===== config.mk =====
export PLATFORM = sky130hd
export DESIGN_NAME = uart_idle_timeout_frame_receiver
export DESIGN_NICKNAME = d
export VERILOG_FILES = /design/src/rtl/uitfr_pkg.sv /design/src/rtl/uitfr_ring.sv /design/src/rtl/uitfr_ctrl.sv /design/src/rtl/uart_idle_timeout_frame_receiver.sv
export SDC_FILE = /design/constraint.sdc
export NUM_CORES = 2
export LEC_CHECK = 0
export BUFFER_PORTS_ARGS = -buffer_cell sky130_fd_sc_hd__buf_4
export CORE_ASPECT_RATIO = 1.25
export CORE_MARGIN = 5
export CORE_UTILIZATION = 50
export CTS_CLUSTER_DIAMETER = 150
export DETAILED_ROUTE_END_ITERATION = 7
export PLACE_DENSITY = 0.65
export RECOVER_POWER = 25
export SLEW_MARGIN = 20
export SYNTH_ARGS = -nofsm -noshare
export SYNTH_HDL_FRONTEND = slang
export SYNTH_HIERARCHICAL = 1
export SYNTH_SLANG_ARGS = --single-unit
export TNS_END_PERCENT = 30

===== constraint.sdc =====
create_clock -name clk_i -period 5.5 [get_ports clk_i]
set_input_delay 0.825 -clock clk_i [delete_from_list [all_inputs] [get_ports clk_i]]
set_output_delay 0.825 -clock clk_i [all_outputs]
set_load 0.005 [all_outputs]

===== src/rtl/uitfr_pkg.sv =====
// Shared types and constants for the idle-timeout UART frame receiver.
// No dependencies; imported by every module of the block.
`default_nettype none

package uitfr_pkg;

  // Default ring depth and idle reload after reset
  localparam int unsigned DepthDefault    = 256;
  localparam int unsigned IdleW           = 16;
  localparam logic [IdleW-1:0] IdleReset  = 16'd10;

  // Request kinds
  typedef enum logic [1:0] {
    KIND_TICK    = 2'd0,
    KIND_BYTE    = 2'd1,
    KIND_POP     = 2'd2,
    KIND_RELEASE = 2'd3
  } kind_e;

  // Result fields from the controller, except the memory read data
  typedef struct packed {
    logic       frame_ready;
    logic [7:0] frame_length;
    logic       read_valid;
    logic       byte_taken;
  } result_t;

endpackage

`default_nettype wire


===== src/rtl/uitfr_ring.sv =====
// Byte ring storage: one write port, one read port with registered data.
// Depends on uitfr_pkg for the default depth; sized by DEPTH.
`default_nettype none

module uitfr_ring
  import uitfr_pkg::*;
#(
  parameter int unsigned DEPTH = DepthDefault,
  localparam int unsigned AW   = $clog2(DEPTH)
) (
  input  wire logic          clk_i,
  input  wire logic          wr_en_i,
  input  wire logic [AW-1:0] wr_addr_i,
  input  wire logic [7:0]    wr_data_i,
  input  wire logic          rd_en_i,
  input  wire logic [AW-1:0] rd_addr_i,
  output logic      [7:0]    rd_data_o
);

  logic [7:0] mem [DEPTH];
  logic [7:0] rd_data_q;

  // Write a stored byte
  always_ff @(posedge clk_i) begin
    if (wr_en_i) begin
      mem[wr_addr_i] <= wr_data_i;
    end
  end

  // Registered read of the addressed byte
  always_ff @(posedge clk_i) begin
    if (rd_en_i) begin
      rd_data_q <= mem[rd_addr_i];
    end
  end

  assign rd_data_o = rd_data_q;

endmodule

`default_nettype wire


===== src/rtl/uitfr_ctrl.sv =====
// Request controller: ring pointers, idle counter, frame flag, config register.
// Depends on uitfr_pkg; drives the ports of uitfr_ring.
`default_nettype none

module uitfr_ctrl
  import uitfr_pkg::*;
#(
  parameter int unsigned DEPTH = DepthDefault,
  localparam int unsigned AW   = $clog2(DEPTH),
  localparam int unsigned CW   = $clog2(2 * DEPTH)
) (
  input  wire logic             clk_i,
  input  wire logic             rst_ni,
  input  wire logic             req_i,
  input  wire kind_e            kind_i,
  input  wire logic [7:0]       rx_byte_i,
  input  wire logic             cfg_we_i,
  input  wire logic [IdleW-1:0] cfg_data_i,
  output logic                  wr_en_o,
  output logic      [AW-1:0]    wr_addr_o,
  output logic      [7:0]       wr_data_o,
  output logic                  rd_en_o,
  output logic      [AW-1:0]    rd_addr_o,
  output logic                  done_o,
  output result_t               result_o
);

  localparam logic [CW:0]   TwoDepth = (CW+1)'(2 * DEPTH);
  localparam logic [CW:0]   DepthX   = (CW+1)'(DEPTH);
  localparam logic [CW-1:0] CntLast  = CW'(2 * DEPTH - 1);

  logic [CW-1:0]    wr_cnt_q, wr_cnt_d;
  logic [CW-1:0]    rd_cnt_q, rd_cnt_d;
  logic [IdleW-1:0] idle_q, idle_d;
  logic [IdleW-1:0] reload_q;
  logic [AW-1:0]    len_q, len_d;
  logic             pend_q, pend_d;
  logic             done_q;
  result_t          res_q, res_d;

  logic [CW:0]   fill;
  logic [AW-1:0] fill_mod;
  logic [CW:0]   fill_inc;
  logic          take_ok;
  logic          store;
  logic          pop_ok;

  // Fill level and ring indexes from the pointers
  always_comb begin
    fill = {1'b0, wr_cnt_q} + ((wr_cnt_q < rd_cnt_q) ? TwoDepth : '0) - {1'b0, rd_cnt_q};
    fill_mod = (fill == DepthX) ? '0 : fill[AW-1:0];
    fill_inc = fill + (CW+1)'(1);
    wr_addr_o = ({1'b0, wr_cnt_q} >= DepthX) ? AW'({1'b0, wr_cnt_q} - DepthX)
                                             : AW'(wr_cnt_q);
    rd_addr_o = ({1'b0, rd_cnt_q} >= DepthX) ? AW'({1'b0, rd_cnt_q} - DepthX)
                                             : AW'(rd_cnt_q);
    wr_data_o = rx_byte_i;
  end

  // Decide what the request does
  always_comb begin
    take_ok = req_i && (kind_i == KIND_BYTE) && !pend_q && (rx_byte_i != 8'd0) &&
              ((fill_mod == '0) || (idle_q != '0));
    store   = take_ok && (fill < DepthX);
    pop_ok  = req_i && (kind_i == KIND_POP) && (fill != '0);
    wr_en_o = store;
    rd_en_o = pop_ok;
  end

  // Next state
  always_comb begin
    wr_cnt_d = wr_cnt_q;
    rd_cnt_d = rd_cnt_q;
    idle_d   = idle_q;
    len_d    = len_q;
    pend_d   = pend_q;
    if (req_i) begin
      unique case (kind_i)
        KIND_TICK: begin
          if (idle_q != '0) begin
            idle_d = idle_q - IdleW'(1);
          end else if ((len_q != '0) && !pend_q) begin
            pend_d = 1'b1;
          end
        end
        KIND_BYTE: begin
          if (take_ok) begin
            idle_d = reload_q;
            if (store) begin
              wr_cnt_d = (wr_cnt_q == CntLast) ? '0 : wr_cnt_q + CW'(1);
              len_d    = (fill_inc == DepthX) ? '0 : fill_inc[AW-1:0];
            end else begin
              len_d = fill_mod;
            end
          end
        end
        KIND_POP: begin
          if (pop_ok) begin
            rd_cnt_d = (rd_cnt_q == CntLast) ? '0 : rd_cnt_q + CW'(1);
          end
        end
        KIND_RELEASE: begin
          pend_d = 1'b0;
        end
        default: begin
          pend_d = pend_q;
        end
      endcase
    end
  end

  // Result fields after the request
  always_comb begin
    res_d.frame_ready  = pend_d;
    res_d.frame_length = 8'(len_d);
    res_d.read_valid   = pop_ok;
    res_d.byte_taken   = store;
  end

  // Hold state registers
  always_ff @(posedge clk_i or negedge rst_ni) begin
    if (!rst_ni) begin
      wr_cnt_q <= '0;
      rd_cnt_q <= '0;
      idle_q   <= '0;
      len_q    <= '0;
      pend_q   <= 1'b0;
      done_q   <= 1'b0;
      reload_q <= IdleReset;
    end else begin
      wr_cnt_q <= wr_cnt_d;
      rd_cnt_q <= rd_cnt_d;
      idle_q   <= idle_d;
      len_q    <= len_d;
      pend_q   <= pend_d;
      done_q   <= req_i;
      if (cfg_we_i) begin
        reload_q <= cfg_data_i;
      end
    end
  end

  // Capture result payload
  always_ff @(posedge clk_i) begin
    if (req_i) begin
      res_q <= res_d;
    end
  end

  assign done_o   = done_q;
  assign result_o = res_q;

  // Ring never holds more than its depth
  a_fill_bound: assert property (@(posedge clk_i) disable iff (!rst_ni)
    fill <= DepthX)
    else $error("ring fill exceeds depth");

  // A result never reports both a stored byte and a popped byte
  a_one_effect: assert property (@(posedge clk_i) disable iff (!rst_ni)
    done_q |-> !(res_q.read_valid && res_q.byte_taken))
    else $error("result carries both pop and store");

  // Frame flag only rises after a tick request
  a_pend_rise: assert property (@(posedge clk_i) disable iff (!rst_ni)
    $rose(pend_q) |-> $past(req_i && (kind_i == KIND_TICK)))
    else $error("frame flag set without tick");

  // Pointers do not move without a request
  a_ptr_hold: assert property (@(posedge clk_i) disable iff (!rst_ni)
    !req_i |=> ($stable(wr_cnt_q) && $stable(rd_cnt_q)))
    else $error("ring pointer moved while idle");

endmodule

`default_nettype wire


===== src/rtl/uart_idle_timeout_frame_receiver.sv =====
// Top level of the idle-timeout UART frame receiver.
// Depends on uitfr_pkg, uitfr_ctrl and uitfr_ring.
`default_nettype none

// Each request (tick, received byte, pop, release) is taken on an edge with
// start_i high and produces exactly one result, shown with done_o high for the
// single cycle that follows; the receiver cannot stall that result, so it must
// sample it then. busy_o stays low: one request per cycle is accepted, since
// every request needs at most one access to the ring memory (a write for a
// stored byte or a read for a pop) and the memory's registered read data is
// matched by registering the results as well. No clearing pass
// runs after reset: a pop only ever reads ring entries that were written. The
// idle reload register may be written through the cfg channel, which is always
// ready, while no request is in flight.
module uart_idle_timeout_frame_receiver
  import uitfr_pkg::*;
#(
  parameter int unsigned DEPTH = DepthDefault
) (
  input  wire logic             clk_i,
  input  wire logic             rst_ni,
  input  wire logic             start_i,
  output logic                  busy_o,
  input  wire logic [1:0]       kind_i,
  input  wire logic [7:0]       rx_byte_i,
  input  wire logic             cfg_valid_i,
  output logic                  cfg_ready_o,
  input  wire logic [IdleW-1:0] cfg_data_i,
  output logic                  done_o,
  output logic                  frame_ready_o,
  output logic      [7:0]       frame_length_o,
  output logic      [7:0]       read_byte_o,
  output logic                  read_valid_o,
  output logic                  byte_taken_o
);

  localparam int unsigned AW = $clog2(DEPTH);

  logic          req;
  logic          wr_en;
  logic [AW-1:0] wr_addr;
  logic [7:0]    wr_data;
  logic          rd_en;
  logic [AW-1:0] rd_addr;
  logic [7:0]    rd_data;
  result_t       result;

  // Accept every request; the ring port is free each cycle
  assign busy_o      = 1'b0;
  assign cfg_ready_o = 1'b1;
  assign req         = start_i && !busy_o;

  uitfr_ctrl #(
    .DEPTH (DEPTH)
  ) u_ctrl (
    .clk_i      (clk_i),
    .rst_ni     (rst_ni),
    .req_i      (req),
    .kind_i     (kind_e'(kind_i)),
    .rx_byte_i  (rx_byte_i),
    .cfg_we_i   (cfg_valid_i && cfg_ready_o),
    .cfg_data_i (cfg_data_i),
    .wr_en_o    (wr_en),
    .wr_addr_o  (wr_addr),
    .wr_data_o  (wr_data),
    .rd_en_o    (rd_en),
    .rd_addr_o  (rd_addr),
    .done_o     (done_o),
    .result_o   (result)
  );

  uitfr_ring #(
    .DEPTH (DEPTH)
  ) u_ring (
    .clk_i     (clk_i),
    .wr_en_i   (wr_en),
    .wr_addr_i (wr_addr),
    .wr_data_i (wr_data),
    .rd_en_i   (rd_en),
    .rd_addr_i (rd_addr),
    .rd_data_o (rd_data)
  );

  // Drive result ports; drop the read data unless a pop found a byte
  assign frame_ready_o  = result.frame_ready;
  assign frame_length_o = result.frame_length;
  assign read_valid_o   = result.read_valid;
  assign byte_taken_o   = result.byte_taken;
  assign read_byte_o    = result.read_valid ? rd_data : 8'd0;

endmodule

`default_nettype wire

## Word-level counts from Yosys, hierarchy flattened

Memories as Yosys holds them, arrays and structs flattened. A register that Yosys moved wholly into a read port is not among the register bits.
Index checks and enable logic that the tools add are counted.

- Flip-flop bits (word level): 71
- Bits in writable memories: 2048
- Output and inout bits: 22
- Logic and storage cells: 74
- Memories kept: 1

Memories:

| memory | depth | width | read ports | clocked after Yosys merged registers in | wr ports | RTL line | RTL |
|---|---|---|---|---|---|---|---|
| u_ring.mem | 256 | 8 | 1 | 1 | 1 | uitfr_ring.sv:20 | `logic [7:0] mem [DEPTH];` |

- Add/subtract/negate cells: 8
- Order comparisons: 4
- Eq/ne operators: 9
- Mux-type cells: 21
- Reductions and logical operators: 20

Operators with widths:

| operator | number |
|---|---|
| $mux 8 | 9 |
| $mux 16 | 2 |
| $pmux 16 s2 | 1 |
| $eq 10x9->1 const B | 2 |
| $add 9x1->9 const B | 2 |
| $eq 9x9->1 const B | 2 |
| $ge 9x9->1 const B | 2 |
| $mux 9 | 2 |
| $reduce_bool 16->1 | 1 |
| $reduce_bool 8->1 | 2 |
| $sub 16x1->16 const B | 1 |
| $sub 8x1->8 const B | 2 |
| $add 10x1->10 const B | 1 |
| $add 9x10->10 | 1 |
| $lt 10x9->1 const B | 1 |
| $mux 10 | 1 |
| $reduce_bool 10->1 | 1 |
| $sub 10x9->10 | 1 |
| $lt 9x9->1 | 1 |
| $logic_and 1x1->1 | 8 |
| $logic_not 8->1 | 1 |
| $reduce_and 4->1 | 2 |
| $mux 1 | 5 |
| $eq 2x2->1 const B | 2 |
| other kinds (8) | 9 |

## Logic depth before layout (Yosys ltp)

- Depth in word-level cells: 14
- Gate-level depth with buffers: 15

## Cells and area by module

The synthesis kept the hierarchy.

Modules (own cells, without submodules):

| module | instances | cells each | area an instance (um^2) | seq. area each (um^2) |
|---|---|---|---|---|
| uitfr_ring | 1 | 3733 | 79636.4 | 61739.2 |
| uitfr_ctrl | 1 | 429 | 4217.8 | 1834.3 |
| uart_idle_timeout_frame_receiver | 1 | 12 | 72.6 | 0.0 |

## Least setup slack after synthesis

OpenSTA, ideal clock, no wires.

- Path type: reg-to-reg
- Start point: register u_ctrl.wr_cnt_q[0]
- End point: memory u_ring.mem[234][0] (enable)
- Library setup time: 370 ps
- Arrival: 3681 ps
- Slack: 1448 ps
- Stages on the path, launching flop included: 16
- Path buffers: 3
- Clock period less this slack: 4052 ps
- Path through: dfrtp_1 -> inv_1 -> ha_1 -> fa_1 -> nand2b_1 -> a21oi_1 -> xor2_1 -> nor4_1 -> a41o_1 -> nand3_2 -> inv_1 -> clkbuf_1 -> buf_1 -> nand3_1 -> clkbuf_1 -> nor2_1

- Longest elaborated chain between the ends: 12

RTL lines:

| what | RTL line | RTL |
|---|---|---|
| start, declared | uitfr_ctrl.sv:32 | `logic [CW-1:0] wr_cnt_q, wr_cnt_d;` |
| start signal, assigned | uitfr_ctrl.sv:131 | `wr_cnt_q <= wr_cnt_d;` |
| $lt 9x9->1 | uitfr_ctrl.sv:50 | `fill = {1'b0, wr_cnt_q} + ((wr_cnt_q < rd_cnt_q) ? TwoDepth : '0) - {1'b0, rd_cnt_q};` |
| $mux 10 | uitfr_ctrl.sv:50 |  |
| $add 9x10->10 * | uitfr_ctrl.sv:50 |  |
| $sub 10x9->10 * | uitfr_ctrl.sv:50 |  |
| $eq 10x9->1 | uitfr_ctrl.sv:51 | `fill_mod = (fill == DepthX) ? '0 : fill[AW-1:0];` |
| $mux 8 | uitfr_ctrl.sv:51 |  |
| $logic_not 8->1 | uitfr_ctrl.sv:63 | `((fill_mod == '0) \|\| (idle_q != '0));` |
| $logic_or 1x1->1 | uitfr_ctrl.sv:63 |  |
| $logic_and 1x1->1 | uitfr_ctrl.sv:62 | `take_ok = req_i && (kind_i == KIND_BYTE) && !pend_q && (rx_byte_i != 8'd0) &&` |
| $logic_and 1x1->1 * | uitfr_ctrl.sv:64 | `store = take_ok && (fill < DepthX);` |
| net wr_en | uart_idle_timeout_frame_receiver.sv:40 | `logic wr_en;` |
| $mux 1 * | uitfr_ring.sv:25 | `if (wr_en_i) begin` |
| $mux 1 (not written as such) * | uitfr_ring.sv:26 | `mem[wr_addr_i] <= wr_data_i;` |
| end, declared | uitfr_ring.sv:20 |  |

The timed path passes the listed nets; every way through them passes the cells marked *.

## Worst setup path after layout

- Start point: input port rx_byte_i[3]
- End point: memory u_ring.mem[111][3] (data pin)

RTL lines:

| what | RTL line | RTL |
|---|---|---|
| start, declared | uart_idle_timeout_frame_receiver.sv:25 | `input wire logic [7:0] rx_byte_i,` |

No word-level cell before the write port.

==> reports/results.txt <==
status: finished with violations
violated checks: capacitance limit, slew limit
Core ar.: 0.167 mm^2
Setup Viol. Count Final: 0
Req. time, crit path: 6.00 ns
Period minus WS final: 5.02 ns
clock sink total: 2127
cell at the slowest stage of the critical path: clkbuf_1
R2R Setup Slk: 0.84 ns
Power Density: 415 mW/mm^2
Distinct cells, synth: 84
critical path buffer and inverter count: 3
routed len/inst: 30.4 um
fill count: 12552
start point of the worst hold path: cfg_data_i[10]
TritonCTS clock tree: built
Storage cell area: 0.0636 mm^2
Min-Delay Endpoint: u_ctrl/reload_q[10]$_DFFE_PN0P_
layout cells sized above 1: 0.223
CP top delay family: buffers and inverters
1st-iter DRT viols: 4905
Seq/Total Area, Yosys: 0.757
clk root buf: clkbuf_16
Remaining Overflow, GRT: 0
number of global-route vias before repair: 42127
largest net degree at the start of global routing: 185
flops & latches, synth: 2127
setup TNS: 0 ns
Final Cycle Share: 0.913
Longest Clk Path Bufs: 3
TritonCTS Buffers: 193
RR Endpoint: u_ring/mem[204][5]$_DFFE_PP_
Most common cell on crit path: clkbuf_1
syn_nets: 4224
max-cap viol count: 11
I/O pins: 52
post-route ant nets: 0
PostCTS Resize Cnt: 0
critical path's largest stage delay: 2.69 ns
Post-CTS Hold Buffers: 0
Vias: 41916
worst-path fanout max: 100
initial antenna violation count: 6
Final Hold Viols: 0
Post-Synthesis Cells: 4174
Synth Area per Inst: 20.1 um^2
most frequent cells in the layout: 2067 x edfxtp_1, 454 x mux4_2, 307 x nor2_1
DRT Pass-1 Iters: 6
drt drc: 0
critical path launch point type: input pin
FMAX: 199 MHz
Synth Cell Area: 0.0839 mm^2
RePlAce Congestion: 0.845
Final Max Slew Viols: 811
HP Class: input pin to flip-flop
P&R area growth vs syn: 10.8%
FP Rows: 168
Initial Util: 0.502
Crit path arrival time: 5.52 ns
Final #Nets: 4361
CP Class: input pin to flip-flop
H-tree levels: 4
all-layer global routing usage: 0.230
reg2reg path depth: 11
vias per inst: 6.27
hold path cells: 2
Post-CTS Setup Inserts: 0
Die Y-Extent: 468 um
worst path cell trace: clkbuf_1 -> clkbuf_1 -> buf_6
Top FF cell, synth: edfxtp_1
synth warn: 6
RSZ-0062 raised after global routing: false
number of flops mapped to enable cells by yosys: 2067
width of the die: 376 um
ys async rst share: 0.0282
CP endpoint kind: flip-flop
Worst VDD drop: 0.280 mV
Setup Skew: 0.0287 ns
Rel. slew slack: -1.78
first-pass GRT wire length: 296000 um
final wirelength: 203000 um
R2R Path Start: u_ctrl/rd_cnt_q[1]$_DFFE_PN0P_
Leak: 28.7 nW
clock-pin slew on the worst setup and hold paths: 0.06 ns
Slew @ Worst Pin: 4.16 ns
Final Power: 0.0386 W
most common cell after layout, fill and taps aside: edfxtp_1
crit path launch: rx_byte_i[3]
Port Buf Inserts: 49
area of the multi-input gates: 0.0186 mm^2
HPWL after DPL: 127000 um
clock latency on the worst-skew pair: 0.83 ns
full die area: 0.176 mm^2
[how the worst max path moves through the flow]
stage | endpoint | slack [ns] | cells past startpoint
floorplan | u_ring/mem[234][0]$_DFFE_PP_ | 1.45 | 15
global placement | u_ring/mem[195][1]$_DFFE_PP_ | 0.91 | 12
detailed placement | u_ring/mem[204][3]$_DFFE_PP_ | 0.88 | 12
CTS | u_ring/mem[204][5]$_DFFE_PP_ | 0.87 | 11
global route | u_ring/mem[111][3]$_DFFE_PP_ | 0.32 | 3
finish | u_ring/mem[111][3]$_DFFE_PP_ | 0.48 | 3
[cell families (layout without fill, tap and decap cells)]
family / after synthesis / in the layout / share of synthesized area
mux: 617 / 617 / 0.142
buf+inv: 298 / 593 / 0.0215
flops: 2127 / 2127 / 0.757
compound gates: 492 / 492 / 0.0406
fa+ha+maj: 20 / 20 / 0.00307
simple gates: 606 / 606 / 0.0341
xor+xnor: 12 / 12 / 0.00125
other cells: 2 / 6 / 0.0000895
[sequential cells by signal, indices dropped and copies added, names as in the netlist]
signal,flops
u_ring/rd_data_o,8
u_ctrl/wr_cnt_q,9
u_ctrl/len_q,8
u_ctrl/rd_cnt_q,9
u_ctrl/reload_q,16
u_ctrl/idle_q,16
u_ctrl/result_o,11
u_ring/mem,2048
u_ctrl/pend_q,1
u_ctrl/done_o,1
[Yosys cell counts (all sizes together), types with 3 or more instances]
cell,n,area share
nand2,60,0.0027
nand3,52,0.0032
xor2,3,0.00031
nor3b,5,0.00064
xnor2,9,0.00094
a221oi,14,0.0015
nor2b,35,0.0026
dfrtp,58,0.017
o22ai,33,0.0025
a22o,8,0.00083
o31ai,3,0.00027
nor3,28,0.0018
mux2i,138,0.016
o22a,6,0.00063
mux4,456,0.12
nand4,17,0.0013
clkbuf,118,0.0053
edfxtp,2067,0.74
o211ai,11,0.00098
nand2b,17,0.0013
o21ai,47,0.0028
and2,16,0.0012
nor2,310,0.014
a2111oi,5,0.00063
mux2,23,0.0031
o221ai,47,0.0050
or2,6,0.00045
inv,25,0.0011
a22oi,146,0.013
or3,3,0.00028
nor4,32,0.0026
nand3b,4,0.00036
o32ai,6,0.00072
and3,12,0.00089
a21oi,113,0.0067
buf,154,0.015
ha,19,0.0028
a31oi,10,0.00075
a211oi,22,0.0020
[power breakdown]
part	internal [W]	switching, W	total (W)
sequential	0.0179	0.000129	0.0180
clock	0.00749	0.00578	0.0133
combinational	0.00295	0.00434	0.00729
total	0.0284	0.0102	0.0386
[stage by stage]
stage / util / instance area (um^2) / hold slack (ns) / worst slack, ns / std cells
finish: 0.556 / 93000 / 0.235 / 0.476 / 6683
global route: 0.556 / 93000 / 0.196 / 0.318 / 6680
CTS: 0.556 / 93000 / 0.0722 / 0.867 / 6679
detailed placement: 0.519 / 86800 / 0.491 / 0.885 / 6326
global placement: 0.519 / 86800 / 0.487 / 0.908 / 6326
floorplan: - / 83900 / 0.471 / 1.45 / 4174
[worst reg2reg max path: stages, from the launching register on]
cell and delay, ns:
dfrtp_4 0.65, fa_1 0.50, nand2b_1 0.20, a211oi_1 0.33, o21ai_0 0.18, nand2_1 0.35, nand3_2 0.32, inv_1 0.30
buf_4 0.22, nand4_1 0.73, nor2_1 0.34, buf_4 0.22
[per-layer routing]
metal	routed length, um	global-route usage	share of wire
met5	11	0	0.000054
met4	7030	0.0807	0.035
met3	17000	0.0433	0.084
met2	102000	0.381	0.50
met1	77200	0.311	0.38
[cell type report]
cell class / count / share of cell area
Clock buffer: 238 / 0.0544
Timing Repair Buffer: 214 / 0.0179
Multi-Input combinational cell: 1749 / 0.200
Sequential cell: 2127 / 0.684
Tap cell: 2210 / 0.0297
Inverter: 26 / 0.00105
Clock inverter: 115 / 0.0127
Antenna cell: 4 / 0.000108
No activity file was read; power rests on OpenSTA's default activity.
